### src/awrp_pkg.sv
// awrp_pkg: shared constants, types and state codes of the aging weighted random picker
// used by every file under src; depends on nothing
`timescale 1ns / 1ps

package awrp_pkg;

    // sizes
    localparam int MAX_ENTRIES = 16;
    localparam int IDX_W       = $clog2(MAX_ENTRIES);
    localparam int CNT_W       = $clog2(MAX_ENTRIES + 1);
    localparam int CFG_W       = 5;
    localparam int WEIGHT_W    = 32;
    localparam int SUM_W       = WEIGHT_W + IDX_W;
    localparam int RND_W       = 32;
    localparam int STEP_W      = $clog2(RND_W);

    localparam logic [WEIGHT_W-1:0] WEIGHT_MAX = '1;

    // request actions
    localparam logic ACT_RESTART = 1'b0;
    localparam logic ACT_PICK    = 1'b1;

    // control states
    typedef enum logic [1:0] {
        ST_IDLE,
        ST_MOD,
        ST_WALK,
        ST_DONE
    } state_t;

    // weight memory read and write requests
    typedef struct packed {
        logic             en;
        logic [IDX_W-1:0] addr;
    } ws_rd_req_t;

    typedef struct packed {
        logic                en;
        logic [IDX_W-1:0]    addr;
        logic [WEIGHT_W-1:0] data;
    } ws_wr_req_t;

endpackage

### src/awrp_if.sv
// awrp_req_if and awrp_res_if: valid/ready channels of the picker
// payload widths come from awrp_pkg
`timescale 1ns / 1ps

interface awrp_req_if;
    logic                        valid;
    logic                        ready;
    logic                        action;
    logic [awrp_pkg::RND_W-1:0]  random_value;

    modport source (output valid, output action, output random_value, input ready);
    modport sink   (input valid, input action, input random_value, output ready);
endinterface

interface awrp_res_if;
    logic                        valid;
    logic                        ready;
    logic [awrp_pkg::IDX_W-1:0]  chosen_index;

    modport source (output valid, output chosen_index, input ready);
    modport sink   (input valid, input chosen_index, output ready);
endinterface

### src/awrp_mod_unit.sv
// awrp_mod_unit: restoring remainder unit, one quotient bit per cycle
// depends on awrp_pkg for widths
`timescale 1ns / 1ps

module awrp_mod_unit
(
    input  logic                         clk,
    input  logic                         rst_n,
    input  logic                         start,
    input  logic [awrp_pkg::RND_W-1:0]   dividend,
    input  logic [awrp_pkg::SUM_W-1:0]   divisor,
    output logic                         done,
    output logic [awrp_pkg::SUM_W-1:0]   remainder
);

    logic                          busy_reg;
    logic                          done_reg;
    logic [awrp_pkg::STEP_W-1:0]   cnt_reg;
    logic [awrp_pkg::SUM_W-1:0]    rem_reg;
    logic [awrp_pkg::SUM_W-1:0]    rem_next;
    logic [awrp_pkg::RND_W-1:0]    div_reg;
    logic [awrp_pkg::SUM_W-1:0]    dsr_reg;
    logic [awrp_pkg::SUM_W:0]      shifted;

    // one restoring step: bring down the next dividend bit, subtract when it fits
    always_comb
    begin
        shifted = {rem_reg, div_reg[awrp_pkg::RND_W-1]};
        if (shifted >= {1'b0, dsr_reg})
        begin
            rem_next = awrp_pkg::SUM_W'(shifted - {1'b0, dsr_reg});
        end
        else
        begin
            rem_next = shifted[awrp_pkg::SUM_W-1:0];
        end
    end

    // control
    always_ff @(posedge clk or negedge rst_n)
    begin
        if (!rst_n)
        begin
            busy_reg <= 1'b0;
            done_reg <= 1'b0;
            cnt_reg  <= '0;
        end
        else
        begin
            done_reg <= busy_reg && (cnt_reg == '0);
            if (start)
            begin
                busy_reg <= 1'b1;
                cnt_reg  <= awrp_pkg::STEP_W'(awrp_pkg::RND_W - 1);
            end
            else if (busy_reg)
            begin
                if (cnt_reg == '0)
                begin
                    busy_reg <= 1'b0;
                end
                cnt_reg <= cnt_reg - 1'b1;
            end
        end
    end

    // datapath
    always_ff @(posedge clk)
    begin
        if (start)
        begin
            rem_reg <= '0;
            div_reg <= dividend;
            dsr_reg <= divisor;
        end
        else if (busy_reg)
        begin
            rem_reg <= rem_next;
            div_reg <= {div_reg[awrp_pkg::RND_W-2:0], 1'b0};
        end
    end

    assign done      = done_reg;
    assign remainder = rem_reg;

endmodule

### src/awrp_weight_store.sv
// awrp_weight_store: weight memory with registered read
// per-entry valid bits make unwritten entries read as weight 1; depends on awrp_pkg
`timescale 1ns / 1ps

module awrp_weight_store
(
    input  logic                            clk,
    input  logic                            rst_n,
    input  logic                            clear_all,
    input  awrp_pkg::ws_rd_req_t            rd,
    input  awrp_pkg::ws_wr_req_t            wr,
    output logic [awrp_pkg::WEIGHT_W-1:0]   rd_weight
);

    logic [awrp_pkg::WEIGHT_W-1:0]    weight_mem [awrp_pkg::MAX_ENTRIES];
    logic [awrp_pkg::MAX_ENTRIES-1:0] valid_reg;
    logic [awrp_pkg::WEIGHT_W-1:0]    rd_data_reg;
    logic                             rd_valid_reg;

    // memory write and registered read
    always_ff @(posedge clk)
    begin
        if (wr.en)
        begin
            weight_mem[wr.addr] <= wr.data;
        end
        if (rd.en)
        begin
            rd_data_reg  <= weight_mem[rd.addr];
            rd_valid_reg <= valid_reg[rd.addr];
        end
    end

    // written marks, cleared by reset and restart
    always_ff @(posedge clk or negedge rst_n)
    begin
        if (!rst_n)
        begin
            valid_reg <= '0;
        end
        else if (clear_all)
        begin
            valid_reg <= '0;
        end
        else if (wr.en)
        begin
            valid_reg[wr.addr] <= 1'b1;
        end
    end

    assign rd_weight = rd_valid_reg ? rd_data_reg : awrp_pkg::WEIGHT_W'(1);

endmodule

### src/aging_weighted_random_picker.sv
// Aging weighted random picker. A restart request latches entry_count (0 taken as 1, values
// above 16 taken as 16), sets all weights to 1 and the sum to the count, all registered when
// it is accepted. A pick request first reduces random_value modulo the weight sum in a
// restoring unit that settles one quotient bit per cycle (skipped when the sum is zero),
// then makes one pipelined read-modify-write pass over the n weights in use in the weight
// memory, choosing the entry and aging all others in the same pass. Requests are taken one
// at a time, and a result waiting in the output register does not block the next request.
// depends on awrp_pkg, awrp_if, awrp_mod_unit and awrp_weight_store
`timescale 1ns / 1ps

module aging_weighted_random_picker
(
    input  logic                        clk,
    input  logic                        rst_n,
    input  logic                        cfg_wr_en,
    input  logic [awrp_pkg::CFG_W-1:0]  cfg_wr_data,
    awrp_req_if.sink                    req_in,
    awrp_res_if.source                  res_out
);

    awrp_pkg::state_t                state_reg, state_next;
    logic [awrp_pkg::CFG_W-1:0]      entry_count_reg;
    logic [awrp_pkg::CNT_W-1:0]      active_count_reg, active_count_next;
    logic [awrp_pkg::SUM_W-1:0]      sum_reg, sum_next;
    logic [awrp_pkg::SUM_W-1:0]      rem_reg, rem_next;
    logic [awrp_pkg::IDX_W-1:0]      issue_idx_reg, issue_idx_next;
    logic                            issue_act_reg, issue_act_next;
    logic                            proc_valid_reg, proc_valid_next;
    logic [awrp_pkg::IDX_W-1:0]      proc_idx_reg, proc_idx_next;
    logic                            found_reg, found_next;
    logic [awrp_pkg::IDX_W-1:0]      sel_reg, sel_next;
    logic                            out_valid_reg, out_valid_next;
    logic [awrp_pkg::IDX_W-1:0]      out_index_reg, out_index_next;

    logic                            req_accept;
    logic                            restart;
    logic                            pick_start;
    logic                            mod_start;
    logic                            mod_done;
    logic [awrp_pkg::SUM_W-1:0]      mod_rem;
    logic                            out_free;
    logic                            load_out;
    logic                            walk_last;
    logic [awrp_pkg::IDX_W-1:0]      last_idx;
    logic [awrp_pkg::CNT_W-1:0]      clamp_count;
    logic [awrp_pkg::WEIGHT_W-1:0]   weight;
    logic                            inc;
    logic [awrp_pkg::WEIGHT_W-1:0]   weight_inc;
    logic                            hit;
    awrp_pkg::ws_rd_req_t            rd_req;
    awrp_pkg::ws_wr_req_t            wr_req;

    assign req_accept = req_in.valid && req_in.ready;
    assign out_free   = !out_valid_reg || res_out.ready;
    assign last_idx   = awrp_pkg::IDX_W'(active_count_reg - 1'b1);
    assign walk_last  = proc_valid_reg && (proc_idx_reg == last_idx);

    // entry count clamped to the supported range
    always_comb
    begin
        if (entry_count_reg == '0)
        begin
            clamp_count = awrp_pkg::CNT_W'(1);
        end
        else if (32'(entry_count_reg) > 32'(awrp_pkg::MAX_ENTRIES))
        begin
            clamp_count = awrp_pkg::CNT_W'(awrp_pkg::MAX_ENTRIES);
        end
        else
        begin
            clamp_count = awrp_pkg::CNT_W'(entry_count_reg);
        end
    end

    // next state
    always_comb
    begin
        state_next = state_reg;
        case (state_reg)
            awrp_pkg::ST_IDLE:
            begin
                if (req_accept && (req_in.action == awrp_pkg::ACT_PICK))
                begin
                    state_next = (sum_reg == '0) ? awrp_pkg::ST_WALK : awrp_pkg::ST_MOD;
                end
            end
            awrp_pkg::ST_MOD:
            begin
                if (mod_done)
                begin
                    state_next = awrp_pkg::ST_WALK;
                end
            end
            awrp_pkg::ST_WALK:
            begin
                if (walk_last)
                begin
                    state_next = awrp_pkg::ST_DONE;
                end
            end
            awrp_pkg::ST_DONE:
            begin
                if (out_free)
                begin
                    state_next = awrp_pkg::ST_IDLE;
                end
            end
            default:
            begin
                state_next = awrp_pkg::ST_IDLE;
            end
        endcase
    end

    // state outputs
    always_comb
    begin
        req_in.ready = 1'b0;
        restart      = 1'b0;
        pick_start   = 1'b0;
        mod_start    = 1'b0;
        load_out     = 1'b0;
        case (state_reg)
            awrp_pkg::ST_IDLE:
            begin
                req_in.ready = 1'b1;
                restart      = req_accept && (req_in.action == awrp_pkg::ACT_RESTART);
                pick_start   = req_accept && (req_in.action == awrp_pkg::ACT_PICK);
                mod_start    = pick_start && (sum_reg != '0);
            end
            awrp_pkg::ST_DONE:
            begin
                load_out = out_free;
            end
            default:
            begin
                req_in.ready = 1'b0;
            end
        endcase
    end

    // remainder of the random word
    awrp_mod_unit u_mod
    (
        .clk       (clk),
        .rst_n     (rst_n),
        .start     (mod_start),
        .dividend  (req_in.random_value),
        .divisor   (sum_reg),
        .done      (mod_done),
        .remainder (mod_rem)
    );

    // weight memory
    awrp_weight_store u_store
    (
        .clk       (clk),
        .rst_n     (rst_n),
        .clear_all (restart),
        .rd        (rd_req),
        .wr        (wr_req),
        .rd_weight (weight)
    );

    // aging of the weight coming back from memory
    assign inc        = (weight != awrp_pkg::WEIGHT_MAX);
    assign weight_inc = weight + awrp_pkg::WEIGHT_W'(inc);
    assign hit        = proc_valid_reg && !found_reg
                        && ((rem_reg < awrp_pkg::SUM_W'(weight)) || (proc_idx_reg == last_idx));

    // walk: issue reads one a cycle, write back the aged weight in the following cycle
    always_comb
    begin
        active_count_next = active_count_reg;
        sum_next          = sum_reg;
        rem_next          = rem_reg;
        issue_idx_next    = issue_idx_reg;
        issue_act_next    = issue_act_reg;
        proc_valid_next   = 1'b0;
        proc_idx_next     = issue_idx_reg;
        found_next        = found_reg;
        sel_next          = sel_reg;
        out_index_next    = out_index_reg;
        out_valid_next    = out_valid_reg && !res_out.ready;

        rd_req.en    = 1'b0;
        rd_req.addr  = issue_idx_reg;
        wr_req.en    = proc_valid_reg;
        wr_req.addr  = proc_idx_reg;
        wr_req.data  = hit ? '0 : weight_inc;

        // restart
        if (restart)
        begin
            active_count_next = clamp_count;
            sum_next          = awrp_pkg::SUM_W'(clamp_count);
        end

        // start of a walk
        if ((pick_start && (sum_reg == '0)) || mod_done)
        begin
            rem_next       = pick_start ? '0 : mod_rem;
            issue_idx_next = '0;
            issue_act_next = 1'b1;
            found_next     = 1'b0;
        end

        // read issue
        if (issue_act_reg)
        begin
            rd_req.en       = 1'b1;
            proc_valid_next = 1'b1;
            if (issue_idx_reg == last_idx)
            begin
                issue_act_next = 1'b0;
            end
            else
            begin
                issue_idx_next = issue_idx_reg + 1'b1;
            end
        end

        // compare, age and write back
        if (proc_valid_reg)
        begin
            sum_next = sum_reg + awrp_pkg::SUM_W'(inc)
                       - (hit ? awrp_pkg::SUM_W'(weight_inc) : '0);
            if (hit)
            begin
                found_next = 1'b1;
                sel_next   = proc_idx_reg;
            end
            else if (!found_reg)
            begin
                rem_next = rem_reg - awrp_pkg::SUM_W'(weight);
            end
        end

        // result register
        if (load_out)
        begin
            out_valid_next = 1'b1;
            out_index_next = sel_reg;
        end
    end

    // control registers
    always_ff @(posedge clk or negedge rst_n)
    begin
        if (!rst_n)
        begin
            state_reg        <= awrp_pkg::ST_IDLE;
            entry_count_reg  <= awrp_pkg::CFG_W'(1);
            active_count_reg <= awrp_pkg::CNT_W'(1);
            sum_reg          <= awrp_pkg::SUM_W'(1);
            issue_act_reg    <= 1'b0;
            proc_valid_reg   <= 1'b0;
            found_reg        <= 1'b0;
            out_valid_reg    <= 1'b0;
        end
        else
        begin
            state_reg        <= state_next;
            active_count_reg <= active_count_next;
            sum_reg          <= sum_next;
            issue_act_reg    <= issue_act_next;
            proc_valid_reg   <= proc_valid_next;
            found_reg        <= found_next;
            out_valid_reg    <= out_valid_next;
            if (cfg_wr_en)
            begin
                entry_count_reg <= cfg_wr_data;
            end
        end
    end

    // payload registers
    always_ff @(posedge clk)
    begin
        rem_reg       <= rem_next;
        issue_idx_reg <= issue_idx_next;
        proc_idx_reg  <= proc_idx_next;
        sel_reg       <= sel_next;
        out_index_reg <= out_index_next;
    end

    assign res_out.valid        = out_valid_reg;
    assign res_out.chosen_index = out_index_reg;

    // walk starts with a zero sum or with a remainder below the sum
    assert property (@(posedge clk) disable iff (!rst_n)
        (state_reg == awrp_pkg::ST_WALK) && ($past(state_reg) != awrp_pkg::ST_WALK)
        |-> ((sum_reg == '0) || (rem_reg < sum_reg)))
        else $error("walk started with remainder not below sum");

    // every walk ends with a chosen entry
    assert property (@(posedge clk) disable iff (!rst_n)
        (state_reg == awrp_pkg::ST_DONE) |-> found_reg)
        else $error("walk finished without a chosen entry");

    // the pass never reaches entries beyond those in use
    assert property (@(posedge clk) disable iff (!rst_n)
        proc_valid_reg |-> (proc_idx_reg <= last_idx))
        else $error("weight pass beyond last entry in use");

    // after a restart the sum equals the entry count
    assert property (@(posedge clk) disable iff (!rst_n)
        restart |=> (sum_reg == awrp_pkg::SUM_W'(active_count_reg)))
        else $error("sum does not match entry count after restart");

endmodule

### src/flat_wrapper.sv
// flat-port wrapper written by rule: the top's interface ports become plain ports
module aging_weighted_random_picker_flat 
  (clk, rst_n, cfg_wr_en, cfg_wr_data, req_in_valid, req_in_action, req_in_random_value, req_in_ready, res_out_valid, res_out_chosen_index, res_out_ready);
  awrp_req_if req_in_i ();
  awrp_res_if res_out_i ();
  input  logic clk;
  input  logic rst_n;
  input  logic cfg_wr_en;
  input  logic [awrp_pkg::CFG_W-1:0] cfg_wr_data;
  input wire logic [$bits(req_in_i.valid)-1:0] req_in_valid;
  input wire logic [$bits(req_in_i.action)-1:0] req_in_action;
  input wire logic [$bits(req_in_i.random_value)-1:0] req_in_random_value;
  output wire logic [$bits(req_in_i.ready)-1:0] req_in_ready;
  output wire logic [$bits(res_out_i.valid)-1:0] res_out_valid;
  output wire logic [$bits(res_out_i.chosen_index)-1:0] res_out_chosen_index;
  input wire logic [$bits(res_out_i.ready)-1:0] res_out_ready;
  assign req_in_i.valid = req_in_valid;
  assign req_in_i.action = req_in_action;
  assign req_in_i.random_value = req_in_random_value;
  assign req_in_ready = req_in_i.ready;
  assign res_out_valid = res_out_i.valid;
  assign res_out_chosen_index = res_out_i.chosen_index;
  assign res_out_i.ready = res_out_ready;
  aging_weighted_random_picker u_core (.clk(clk), .rst_n(rst_n), .cfg_wr_en(cfg_wr_en), .cfg_wr_data(cfg_wr_data), .req_in(req_in_i), .res_out(res_out_i));
endmodule
### config.mk
export PLATFORM = sky130hd
export DESIGN_NAME = aging_weighted_random_picker_flat
export DESIGN_NICKNAME = d
export VERILOG_FILES = /design/src/awrp_pkg.sv /design/src/awrp_if.sv /design/src/awrp_mod_unit.sv /design/src/awrp_weight_store.sv /design/src/aging_weighted_random_picker.sv /design/src/flat_wrapper.sv
export SDC_FILE = /design/constraint.sdc
export NUM_CORES = 1
export LEC_CHECK = 0
export BUFFER_PORTS_ARGS = -buffer_cell sky130_fd_sc_hd__buf_4
export CAP_MARGIN = 30
export CORE_MARGIN = 2
export CORE_UTILIZATION = 23
export CTS_BUF_LIST = sky130_fd_sc_hd__clkbuf_4 sky130_fd_sc_hd__clkbuf_8 sky130_fd_sc_hd__clkbuf_16
export DETAILED_ROUTE_END_ITERATION = 12
export PLACE_DENSITY = 0.39
export SYNTH_ARGS = -nofsm -noshare
export SYNTH_HDL_FRONTEND = slang
export SYNTH_HIERARCHICAL = 1
export SYNTH_SLANG_ARGS = --single-unit
### constraint.sdc
create_clock -name clk -period 8.1 [get_ports clk]
set_input_delay 1.215 -clock clk [delete_from_list [all_inputs] [get_ports clk]]
set_output_delay 1.215 -clock clk [all_outputs]
set_load 0.01 [all_outputs]
* Yosys cells after proc, flatten, opt, wreduce, memory -nomap -nowiden *
Memory sizes are Yosys's and may differ from the RTL's. A register that Yosys moved wholly into a read port is not among the register bits.
Index checks and enable logic that the tools add are counted.

storage, ports and cells
  bits in registers = 231
  bits in writable memories = 512
  bits of input ports = 43
  output and inout bits = 6
  word-level logic and storage cells = 124
  memories = 1

cells by class
  add/subtract/negate cells = 8
  $lt $le $gt $ge = 6
  equality and inequality tests = 10
  mux-type cells = 50
  bitwise gates (word level) = 2
  reduce and logical (&&, ||, !) cells = 26

memories
  memory                     depth  bits a word  read ports  clocked after memory_dff  write ports  line                     text
  u_core.u_store.weight_mem  16     32           1           1                         1            awrp_weight_store.sv:15  logic [awrp_pkg::WEIGHT_W-1:0] weight_mem [awrp_pkg::MAX_ENTRIES];

operators by type and width
  cell                  number
  $mux 36               8
  $mux 32               5
  $sub 36x36->36        2
  $ge 37x36->1          1
  $add 36x1->36         1
  $logic_not 36->1      1
  $lt 36x32->1          1
  $reduce_bool 36->1    1
  $sub 36x32->36        1
  $add 32x1->32         1
  $mux 16               2
  $ne 32x32->1 const B  1
  $mux 1                20
  $mux 5                4
  $or 16x16->16         1
  $mux 4                3
  $logic_and 1x1->1     11
  $logic_not 5->1       2
  $lt 4x5->1 const B    2
  $mux 2                5
  $eq 4x4->1            2
  $pmux 2 s4            1
  $ne 2x1->1 const B    3
  $gt 5x5->1 const B    1
  16 further kinds      22

* Logic depth before layout (Yosys ltp) *
Gate-level depths: netlist of the first run.

  depth in word-level cells = 11
  depth in mapped cells = 27
  mapped depth without buffers = 26

* Modules after synthesis *
Netlist of the first run, hierarchy kept.

by module, submodules not included
  module                        instances  cells each  area an instance (sq um)
  awrp_weight_store             1          942         21,166.6
  aging_weighted_random_picker  1          1,126       9,115.0
  awrp_mod_unit                 1          661         6,398.6

* Worst setup path before layout of the first run *
Ideal clock, no wire load.

  path kind = register to register
  start = reg u_core.u_store.rd_valid_reg
  end = reg u_core/sum_reg[34] (netlist bit)
  setup time = 127 ps
  arrival = 5,495 ps
  required time = 7,973 ps
  slack = 2,478 ps
  stages on the path, launching flop included = 26
  buffers on the path = 4
  cells stage by stage = edfxtp_1 > clkbuf_1 > and2_1 > inv_1 > ha_1 > buf_6 > a2111o_1 > o22a_1 > nor3_2 > a211oi_2 > o31ai_4 > and2b_1 > buf_4 > buf_2 > nand2_1 > ha_1 > ha_1 > nor2b_1 > o2111ai_1 > a2111oi_0 > o21ai_0 > a31oi_1 > o21ai_0 > a21oi_1 > a311o_1 > nand3_1

between the ends
  cells in the longest elaborated chain, start to end = 7
  elaborated cells on any way between the ends = 10

ends and longest elaborated chain
  element                                                line                                 text
  start, declared                                        awrp_weight_store.sv:18              logic rd_valid_reg;
  start signal, assigned                                 awrp_weight_store.sv:30              rd_valid_reg <= valid_reg[rd.addr];
  $mux 32 *                                              awrp_weight_store.sv:51              assign rd_weight = rd_valid_reg ? rd_data_reg : awrp_pkg::WEIGHT_W'(1);
  net u_core.weight, one bit                             aging_weighted_random_picker.sv:46   logic [awrp_pkg::WEIGHT_W-1:0] weight;
  branches (longest 4 deep; another with $add 32x1->32)  --
  $sub 36x36->36 *                                       aging_weighted_random_picker.sv:227  - (hit ? awrp_pkg::SUM_W'(weight_inc) : '0);
  $mux 36 *                                              aging_weighted_random_picker.sv:224  if (proc_valid_reg)
  end signal, assigned                                   aging_weighted_random_picker.sv:255  sum_reg <= awrp_pkg::SUM_W'(1);
  end signal, assigned                                   aging_weighted_random_picker.sv:265  sum_reg <= sum_next;
  end, declared                                          aging_weighted_random_picker.sv:24   logic [awrp_pkg::SUM_W-1:0] sum_reg, sum_next;

Mark *: on every way through the listed nets, which the timed path passes.
A chain may end at the register's enable or synchronous reset.

* Worst setup path after layout of the first run *
Same ends and word-level chain as after synthesis.

==> results of run 1 <==
-- critical path, cell delays in order (launching register included) --
cell       delay, ns
edfxtp_1        0.86
and2_1          0.38
inv_1           0.08
ha_1            0.33
nor2b_1         0.16
o31a_1          0.30
o311a_1         0.32
nor2_1          0.20
a211oi_2        0.14
o31ai_4         0.40
and2b_2         0.40
buf_4           0.37
nand2_1         0.10
ha_1            0.30
ha_1            0.38
nand3_1         0.16
a2111oi_0       0.70
o21ai_0         0.34
a31oi_1         0.29
o21ai_0         0.16
a21oi_1         0.28
a311o_1         0.22
nand3_1         0.06
-- cell families after synthesis --
family / count (synthesis)
fa+ha+maj: 149
xor+xnor: 121
simple gates: 717
compound gates: 544
mux: 176
buf+inv: 247
flops: 775
-- final cells by class --
type	instances	area share, %
diodes	1	0.00584
clock buffers	124	5.89
clock inverters	42	1.12
inverters	123	1.08
multi-input cells	1707	31.9
flip-flops and latches	775	51.6
well taps	2072	6.05
repair buffers	126	2.33
-- stage by stage --
step	worst slack, ns	hold slack [ns]	cell area (sq um)	total power [mW]
floorplan	2.48	0.399	36700	4.33
global placement	1.06	0.450	39700	4.36
detailed placement	1.02	0.428	39800	4.36
CTS	0.972	0.399	42900	8.52
global route	0.370	0.422	42900	8.68
finish	1.01	0.440	42900	8.37
-- Yosys cell counts, types with 4 or more instances --
master and count:
edfxtp_1 621, nand2_1 256, nor2_1 154, ha_1 146, a21oi_1 144, mux4_2 132, inv_1 122, xnor2_1 94
o21ai_0 91, clkbuf_1 82, dfxtp_1 80, dfrtp_1 71, a22oi_1 70, nor2b_1 52, nand3_1 47, nor3_1 42
and2_1 41, mux2_2 39, a311oi_1 36, a221oi_1 32, a21o_1 30, xor2_1 27, buf_2 25, nor4_1 21
nand4_1 20, nand2b_1 19, and3_1 17, o21a_1 17, or3_1 17, buf_6 13, a31oi_1 12, a211oi_1 11
o21bai_1 11, o22ai_1 11, o31ai_1 9, a221o_1 7, a31o_2 7, or2_2 6, nor3b_1 5, o211ai_1 5
a32o_1 4, and4_1 4, mux2i_1 4, o221ai_1 4, o31a_1 4
-- how the worst max path moves through the flow --
stage	startpoint	slack (ns)	endpoint	cells past startpoint
global route	u_core/u_store/rd_valid_reg	0.37	u_core/sum_reg[34]	23
detailed placement	u_core/u_store/rd_valid_reg	1.02	u_core/sum_reg[34]	22
floorplan	u_core/u_store/rd_valid_reg	2.48	u_core/sum_reg[34]	25
global placement	u_core/u_store/rd_valid_reg	1.06	u_core/sum_reg[26]	23
finish	u_core/u_store/rd_valid_reg	1.01	u_core/sum_reg[34]	22
CTS	u_core/u_store/rd_valid_reg	0.97	u_core/sum_reg[34]	22
-- power by group through the flow --
stage                     Sequential [mW]  Combinational [mW]  Clock, mW
after floorplan                      4.33             0.00306          0
after global placement               4.33              0.0286          0
after detailed placement             4.33              0.0290          0
after CTS                            4.25              0.0291       4.24
after global routing                 4.25              0.0310       4.40
final                                4.25              0.0277       4.10
-- metal layers --
layer  global-route usage (%)  up-vias  part of all wire (%)
met3                     2.45      152                   3.9
li1                         -    10700                     -
met4                     3.73        0                   2.6
met5                        0        -                     0
met1                     18.1    11700                    47
met2                     21.6      391                    47
==> qor.yml, run 1 <==
sta:
  setup_tns_ns: 0
  slew_headroom_pct: 32.2
  hold_viol_final: 0
  slew_viol_final: 0
  worst_pin_slew_ns: 1.01
  rsz0062_at_grt: "no"
  finalCriticalPeriod_ns: 7.09
  skew_ns: 0.0646
  setup_violations: 0
  fmax_mhz: 141
  period_share_pct: 87.5
power_and_ir_drop:
  leakagePower_nw: 13.1
  switching_share_pct: 20.5
  clockPowerShare_pct: 48.9
  peakVddDrop_uv: 146
  internal_power_mw: 6.66
  combPwrFrac_pct: 0.3
  p_switching_mw: 1.71
  power_density_nw_per_um2: 195
  seq_power_share_pct: 50.7
clocking:
  clk_path_buf_depth: 3
  cts_resized: 0
  post_cts_buffers: 0
  cts.sinks: 775
  numCtsBuffers: 90
  cts_hold_buf: 0
  clk_latency_ns: 0.72
  cts-root-buf: "clkbuf_16"
  clk_pin_slew_ns: 0.06
  htree_num_levels: 3
  tritoncts: "built"
cells_and_area:
  nets: 3015
  final_cells: 4970
  top_register: "u_core/u_store/weight_mem"
  final_core_util_pct: 27.1
  nFillCells: 16200
  largest_register_ffs: 512
  syn2layout_area_growth_pct: 16.8
  layout_common_cells: "621 x edfxtp_1, 256 x nand2_1, 146 x ha_1"
  multi_input_area_sq_um: 13700
  regArea_sq_um: 22100
  drive_above_1_share_pct: 17.6
  layout_commonest_cell: "edfxtp_1"
worst_hold_path:
  hold_class: "input pin to asynchronous set/reset pin"
global_routing:
  grt_max_degree: 75
  grt_usage_pct: 13.3
  overflow: 0
  antenna_found_initial: 5
  grt_pass1_wl_microns: 161000
  grt_pass1_vias: 23400
logic_synthesis:
  ys_top_cells_by_area: "edfxtp_1 51%, mux4_2 8.1%, ha_1 5.0%, dfrtp_1 4.8%, dfxtp_1 4.4%"
  yosysSeqAreaShare_pct: 60.3
  synth_compound_area_share_pct: 10.1
  synth_cell_types: 85
  synthXorXnorAreaFrac_pct: 2.89
  synth-seq-cells: 775
  syn_avg_cell_area_sq_um: 13.4
  yosysWarnings: 6
  synthSimpleGateAreaFrac_pct: 9.27
  synth_edf_count: 621
  synth_top_family_by_area: "compound AO/OA/AOI/OAI gates"
  syn_nets: 2921
  synth_mux_area_share_pct: 9.45
  synth_flop_cell: "edfxtp_1"
  synth_top_area_share_pct: 50.8
  syn_area_sq_um: 36700
  synth_area_leader_cell: "edfxtp_1"
  synth_fa_ha_area_share_pct: 5.14
  async_reset_ff_share_pct: 9.55
  synthCells: 2729
routing:
  post-route-drc-count: 0
  vias_per_cell: 4.61
  dr.pass1.iters: 7
  ant_nets: 0
  first_iter_violations: 1534
  wirelength_microns: 109000
  wl_per_cell_microns: 21.9
  via_count: 22900
worst_setup_path:
  endpoint_kind: "flop"
  r2r-start: "u_core/u_store/rd_valid_reg"
  worstPathMaxFanout: 30
  cp-start-kind: "flop"
  crit_arrival_ns: 7.68
  ff2ff_setup_slack_ns: 1.01
  crit_required_ns: 8.69
  path_class: "flop to flop"
  reg2reg_depth: 22
  regToRegEndpoint: "u_core/sum_reg[34]"
floorplan:
  die_h_microns: 403
  initial_utilization_pct: 23.2
  die_area_sq_um: 163000
  ios: 49
  coreArea_sq_um: 158000
  row_count: 146
  die_w_microns: 403
placed_design:
  dp_cells: 4803
  place_hpwl_microns: 71000
  gp_congestion: 0.834
  io_buffers: 48
run_status:
  status: "finished, final reports clean"
job:
  maxCapViolCount: 0
Note: power is estimated with default switching activity, not from simulation.
==> run 2: changes to the inputs <==
--- a/config.mk
+++ b/config.mk
@@ -9,7 +9,7 @@
 export CAP_MARGIN = 30
 export CORE_MARGIN = 2
 export CORE_UTILIZATION = 23
-export CTS_BUF_LIST = sky130_fd_sc_hd__clkbuf_4 sky130_fd_sc_hd__clkbuf_8 sky130_fd_sc_hd__clkbuf_16
+export CTS_BUF_LIST = sky130_fd_sc_hd__clkbuf_4 sky130_fd_sc_hd__clkbuf_8
 export DETAILED_ROUTE_END_ITERATION = 12
 export PLACE_DENSITY = 0.39
 export SYNTH_ARGS = -nofsm -noshare
==> run 2 against run 1 <==
  * Final cell count rose by 1.6%
  * Wire length up 1.3%
  * Fmax is essentially flat
  * Global-route usage up 0.22 points
  * Register-to-register slack about the same
  * Hold slack got worse by 0.14 ns
  * Largest power group unchanged
==> qor.yml, run 2 (synthesis results as in run 1) <==
run_status:
  status: "finished, final reports clean"
cells_and_area:
  layout_commonest_cell: "edfxtp_1"
  nets: 3068
  top_register: "u_core/u_store/weight_mem"
  layout_common_cells: "621 x edfxtp_1, 256 x nand2_1, 146 x clkbuf_8, 146 x ha_1, 144 x a21oi_1"
  syn2layout_area_growth_pct: 16.2
  final_cell_area_sq_um: 42600
  largest_register_ffs: 512
  drive_above_1_share_pct: 19.4
worst_setup_path:
  ff2ff_setup_slack_ns: 1.01
  path_class: "flop to flop"
  crit_required_ns: 8.83
  reg2reg_depth: 22
  crit_start: "u_core/u_store/rd_valid_reg"
  cp-start-kind: "flop"
  critPathCapture: "u_core/sum_reg[34]"
  worstPathMaxFanout: 30
  endpoint_kind: "flop"
  regToRegEndpoint: "u_core/sum_reg[34]"
  crit_arrival_ns: 7.82
  r2r-start: "u_core/u_store/rd_valid_reg"
clocking:
  cts_hold_buf: 0
  cts_resized: 0
  clk_pin_slew_ns: 0.06
  cts.sinks: 775
  cts-root-buf: "clkbuf_8"
  numCtsBuffers: 143
  clk_path_buf_depth: 3
  tritoncts: "built"
  htree_num_levels: 4
  post_cts_buffers: 0
  clk_latency_ns: 0.87
floorplan:
  coreArea_sq_um: 158000
  row_count: 146
  ios: 49
  initial_utilization_pct: 23.2
  die_w_microns: 403
  die_h_microns: 403
  die_area_sq_um: 163000
placed_design:
  gp_congestion: 0.834
  place_hpwl_microns: 71000
  placedInstanceArea_sq_um: 39800
  io_buffers: 48
sta:
  rsz0062_at_grt: "no"
  slew_viol_final: 0
  worst_pin_slew_ns: 1.04
  fmax_mhz: 141
  skew_ns: 0.0445
  hold_viol_final: 0
  period_share_pct: 87.5
  setup_violations: 0
  slew_headroom_pct: 30.5
  finalCriticalPeriod_ns: 7.09
  setup_tns_ns: 0
power_and_ir_drop:
  p_total_mw: 8.01
  power_density_nw_per_um2: 188
  leakagePower_nw: 13.1
  peakVddDrop_uv: 143
global_routing:
  grt_usage_pct: 13.5
  grt_pass1_wl_microns: 163000
  antenna_found_initial: 6
  overflow: 0
  grt_pass1_vias: 23800
  grt_max_degree: 75
routing:
  vias_per_cell: 4.61
  wirelength_microns: 110000
  via_count: 23300
  wl_per_cell_microns: 21.8
  first_iter_violations: 1553
  dr.pass1.iters: 5
  post-route-drc-count: 0
  ant_nets: 0
worst_hold_path:
  hold_class: "input pin to asynchronous set/reset pin"
job:
  maxCapViolCount: 0
[run 2: cell types whose count changed in the layout (fill, tap and decap cells not counted), sizes merged]
| cell | delta |
|---|---|
| inv | +8 |
| bufinv | -4 |
| clkinvlp | +1 |
| clkbuf | +66 |
| diode | +1 |
| clkinv | +9 |
[run 2: worst min path at each step]
stage                            startpoint                              to  slack [ns]  cells past startpoint
floorplan           u_core/issue_idx_reg[1]          u_core/proc_idx_reg[1]        0.40                      0
global placement           u_core/found_reg                u_core/found_reg        0.45                      1
detailed placement        u_core/sel_reg[0]  u_core/res_out.chosen_index[0]        0.43                      0
CTS                                   rst_n              u_core/sum_reg[17]        0.21                      1
global route                          rst_n              u_core/sum_reg[29]        0.28                      1
finish                                rst_n           u_core/u_mod/busy_reg        0.30                      1
[run 2: layer usage]
layer  vias to the layer above  wire length, microns  global-route usage (%)
met5                         -                     0                       0
met4                         0                  2610                    4.52
met3                       146                  5190                    2.57
met2                       495                 51700                    21.9
met1                     11900                 50700                    18.1
li1                      10800                     -                       -
[run 2: per-stage QoR]
| step | hold WS (ns) | util, % | cells | setup WS [ns] |
|---|---|---|---|---|
| finish | 0.302 | 26.9 | 5051 | 1.01 |
| global route | 0.280 | 26.9 | 5050 | 0.406 |
| CTS | 0.209 | 26.9 | 5049 | 0.991 |
| detailed placement | 0.428 | 25.2 | 4803 | 1.02 |
| global placement | 0.450 | 25.0 | 4784 | 1.06 |
| floorplan | 0.399 | - | 2729 | 2.48 |
[run 2: area by class of cell]
class                           instances  area (sq um)
Multi-Input combinational cell       1707         13700
Tap cell                             2072          2590
Clock inverter                         56           412
Antenna cell                            2          5.00
Sequential cell                       775         22100
Timing Repair Buffer                  126           997
Fill cell                           16300        116000
Clock buffer                          190          2340
Inverter                              123           462
[run 2: critical path, cell delays in order (launching register included)]
cell       delay, ns
edfxtp_1        0.85
and2_1          0.38
inv_1           0.08
ha_1            0.33
nor2b_1         0.16
o31a_1          0.30
o311a_1         0.32
nor2_1          0.21
a211oi_2        0.15
o31ai_4         0.40
and2b_2         0.40
buf_4           0.37
nand2_1         0.10
ha_1            0.30
ha_1            0.38
nand3_1         0.16
a2111oi_0       0.70
o21ai_0         0.35
a31oi_1         0.30
o21ai_0         0.15
a21oi_1         0.28
a311o_1         0.22
nand3_1         0.06
[run 2: where the power goes]
part / leakage (nW) / internal, mW / switching [mW]
registers: 5.20 / 4.25 / 0.00351
clock network: 1.45 / 1.97 / 1.77
logic: 6.45 / 0.0154 / 0.0123
==> run 3: changes to the inputs <==
--- a/config.mk
+++ b/config.mk
@@ -11,6 +11,7 @@
 export CORE_UTILIZATION = 23
 export CTS_BUF_LIST = sky130_fd_sc_hd__clkbuf_4 sky130_fd_sc_hd__clkbuf_8
 export DETAILED_ROUTE_END_ITERATION = 12
+export MAX_ROUTING_LAYER = met4
 export PLACE_DENSITY = 0.39
 export SYNTH_ARGS = -nofsm -noshare
 export SYNTH_HDL_FRONTEND = slang
==> run 3 against run 2 <==
  * Power about the same
  * Critical path type unchanged
  * Largest power group unchanged
  * Via count decreased by 0.22%
  * Largest cell class unchanged
  * Non-clock buffer count unchanged
  * Count of clock-buffer cells in the layout unchanged
  * Register-to-register slack got worse by 0.02 ns
  * Fmax down 0.34%
  * Wire length barely moved
  * Clock power about the same
  * Clock skew about the same
  * Final cell count stayed put
  * Global-route usage increased by 0.40 points
==> qor.yml, run 3 (synthesis results as in run 1) <==
cells_and_area:
  layout_common_cells: "621 x edfxtp_1, 256 x nand2_1, 146 x clkbuf_8, 146 x ha_1, 144 x a21oi_1"
  final_cells: 5051
  layout_commonest_cell: "edfxtp_1"
  drive_above_1_share_pct: 19.4
  final_core_util_pct: 26.9
  top_register: "u_core/u_store/weight_mem"
  nets: 3068
  largest_register_ffs: 512
  nFillCells: 16300
  syn2layout_area_growth_pct: 16.2
sta:
  slew_viol_final: 0
  hold_viol_final: 0
  slew_headroom_pct: 29.1
  rsz0062_at_grt: "no"
  setup_tns_ns: 0
  worst_pin_slew_ns: 1.06
  fmax_mhz: 141
  skew_ns: 0.0448
  timing.hold.ws_ns: 0.297
  setup_violations: 0
  period_share_pct: 87.8
  setup_slack_ns: 0.986
  finalCriticalPeriod_ns: 7.11
floorplan:
  die_h_microns: 403
  row_count: 146
  die_area_sq_um: 163000
  coreArea_sq_um: 158000
  initial_utilization_pct: 23.2
  die_w_microns: 403
  ios: 49
job:
  maxCapViolCount: 0
global_routing:
  grt_pass1_vias: 23800
  grt_max_degree: 75
  antenna_found_initial: 7
  grt_usage_pct: 13.9
  grt_pass1_wl_microns: 163000
  overflow: 0
clocking:
  cts_hold_buf: 0
  post_cts_buffers: 0
  tritoncts: "built"
  numCtsBuffers: 143
  htree_num_levels: 4
  clk_latency_ns: 0.87
  cts.sinks: 775
  cts_resized: 0
  cts-root-buf: "clkbuf_8"
  clk_pin_slew_ns: 0.06
  clk_path_buf_depth: 3
routing:
  wl_per_cell_microns: 21.8
  via_count: 23200
  first_iter_violations: 1598
  post-route-drc-count: 0
  dr.pass1.iters: 7
  vias_per_cell: 4.60
  ant_nets: 0
  wirelength_microns: 110000
worst_setup_path:
  worstPathMaxFanout: 30
  crit_required_ns: 8.83
  path_class: "flop to flop"
  crit_arrival_ns: 7.85
  endpoint_kind: "flop"
  cp-start-kind: "flop"
power_and_ir_drop:
  internal_power_mw: 6.23
  switching_share_pct: 22.2
  p_switching_mw: 1.78
  power_density_nw_per_um2: 188
  clockPowerShare_pct: 46.6
  leakagePower_nw: 13.1
  peakVddDrop_uv: 145
  combPwrFrac_pct: 0.3
  seq_power_share_pct: 53.1
run_status:
  status: "finished, final reports clean"
placed_design:
  dp_cells: 4803
  io_buffers: 48
  dp_slack_ns: 1.02
  place_hpwl_microns: 71000
  gp_congestion: 0.847
worst_hold_path:
  hold_class: "input pin to asynchronous set/reset pin"
==> run 3: cell counts in the layout (fill, tap and decap cells not counted) <==
No cell type changed its count.
==> run 3: final timing paths <==
path	startpoint	endpoint	cells after the start	slack, ns
worst max-delay path	u_core/u_store/rd_valid_reg	u_core/sum_reg[34]	22	0.99
worst min-delay path	rst_n	u_core/u_mod/busy_reg	1	0.30
worst max register to register	u_core/u_store/rd_valid_reg	u_core/sum_reg[34]	22	0.99
worst min register to register	u_core/sel_reg[0]	u_core/res_out.chosen_index[0]	0	0.44
max in group asynchronous	rst_n	u_core/issue_act_reg	2	6.70
min in group clk	u_core/sel_reg[0]	u_core/res_out.chosen_index[0]	0	0.44
==> run 3: final cells by class <==
| type | count | area [sq um] | share of cell area [%] |
|---|---|---|---|
| clock buffer | 190 | 2340 | 5.49 |
| clock inverter | 56 | 412 | 0.966 |
| multi-input combinational | 1707 | 13700 | 32.1 |
| antenna | 2 | 5.00 | 0.0117 |
| sequential | 775 | 22100 | 51.9 |
| inverter | 123 | 462 | 1.08 |
| timing repair buffer | 126 | 997 | 2.34 |
| tap | 2072 | 2590 | 6.08 |
==> run 3: worst max-delay path, stage by stage (launching register included) <==
cell       delay, ns
edfxtp_1        0.86
and2_1          0.39
inv_1           0.08
ha_1            0.33
nor2b_1         0.16
o31a_1          0.30
o311a_1         0.32
nor2_1          0.20
a211oi_2        0.15
o31ai_4         0.40
and2b_2         0.40
buf_4           0.37
nand2_1         0.10
ha_1            0.31
ha_1            0.38
nand3_1         0.16
a2111oi_0       0.71
o21ai_0         0.35
a31oi_1         0.30
o21ai_0         0.16
a21oi_1         0.28
a311o_1         0.22
nand3_1         0.06
==> run 3: power groups by stage <==
| stage | clock [mW] | sequential, mW | combinational [mW] |
|---|---|---|---|
| after CTS | 3.89 | 4.25 | 0.0291 |
| final | 3.73 | 4.25 | 0.0278 |
| after global routing | 4.06 | 4.25 | 0.0309 |
| after global placement | 0 | 4.33 | 0.0286 |
| after floorplan | 0 | 4.33 | 0.00306 |
| after detailed placement | 0 | 4.33 | 0.0290 |
==> run 3: through the flow <==
step	cell area (sq um)	total power, mW
6_report	42600	8.01
5_1_grt	42600	8.34
4_1_cts	42600	8.17
3_5_place_dp	39800	4.36
3_3_place_gp	39700	4.36
2_1_floorplan	36700	4.33
==> run 3: metal layers <==
| layer | vias up | track usage (%) | wire length [microns] |
|---|---|---|---|
| met5 | - | - | 0 |
| met4 | 0 | 4.38 | 2540 |
| met3 | 153 | 2.65 | 5050 |
| met2 | 497 | 21.9 | 51800 |
| met1 | 11800 | 18.1 | 50800 |
| li1 | 10800 | - | - |
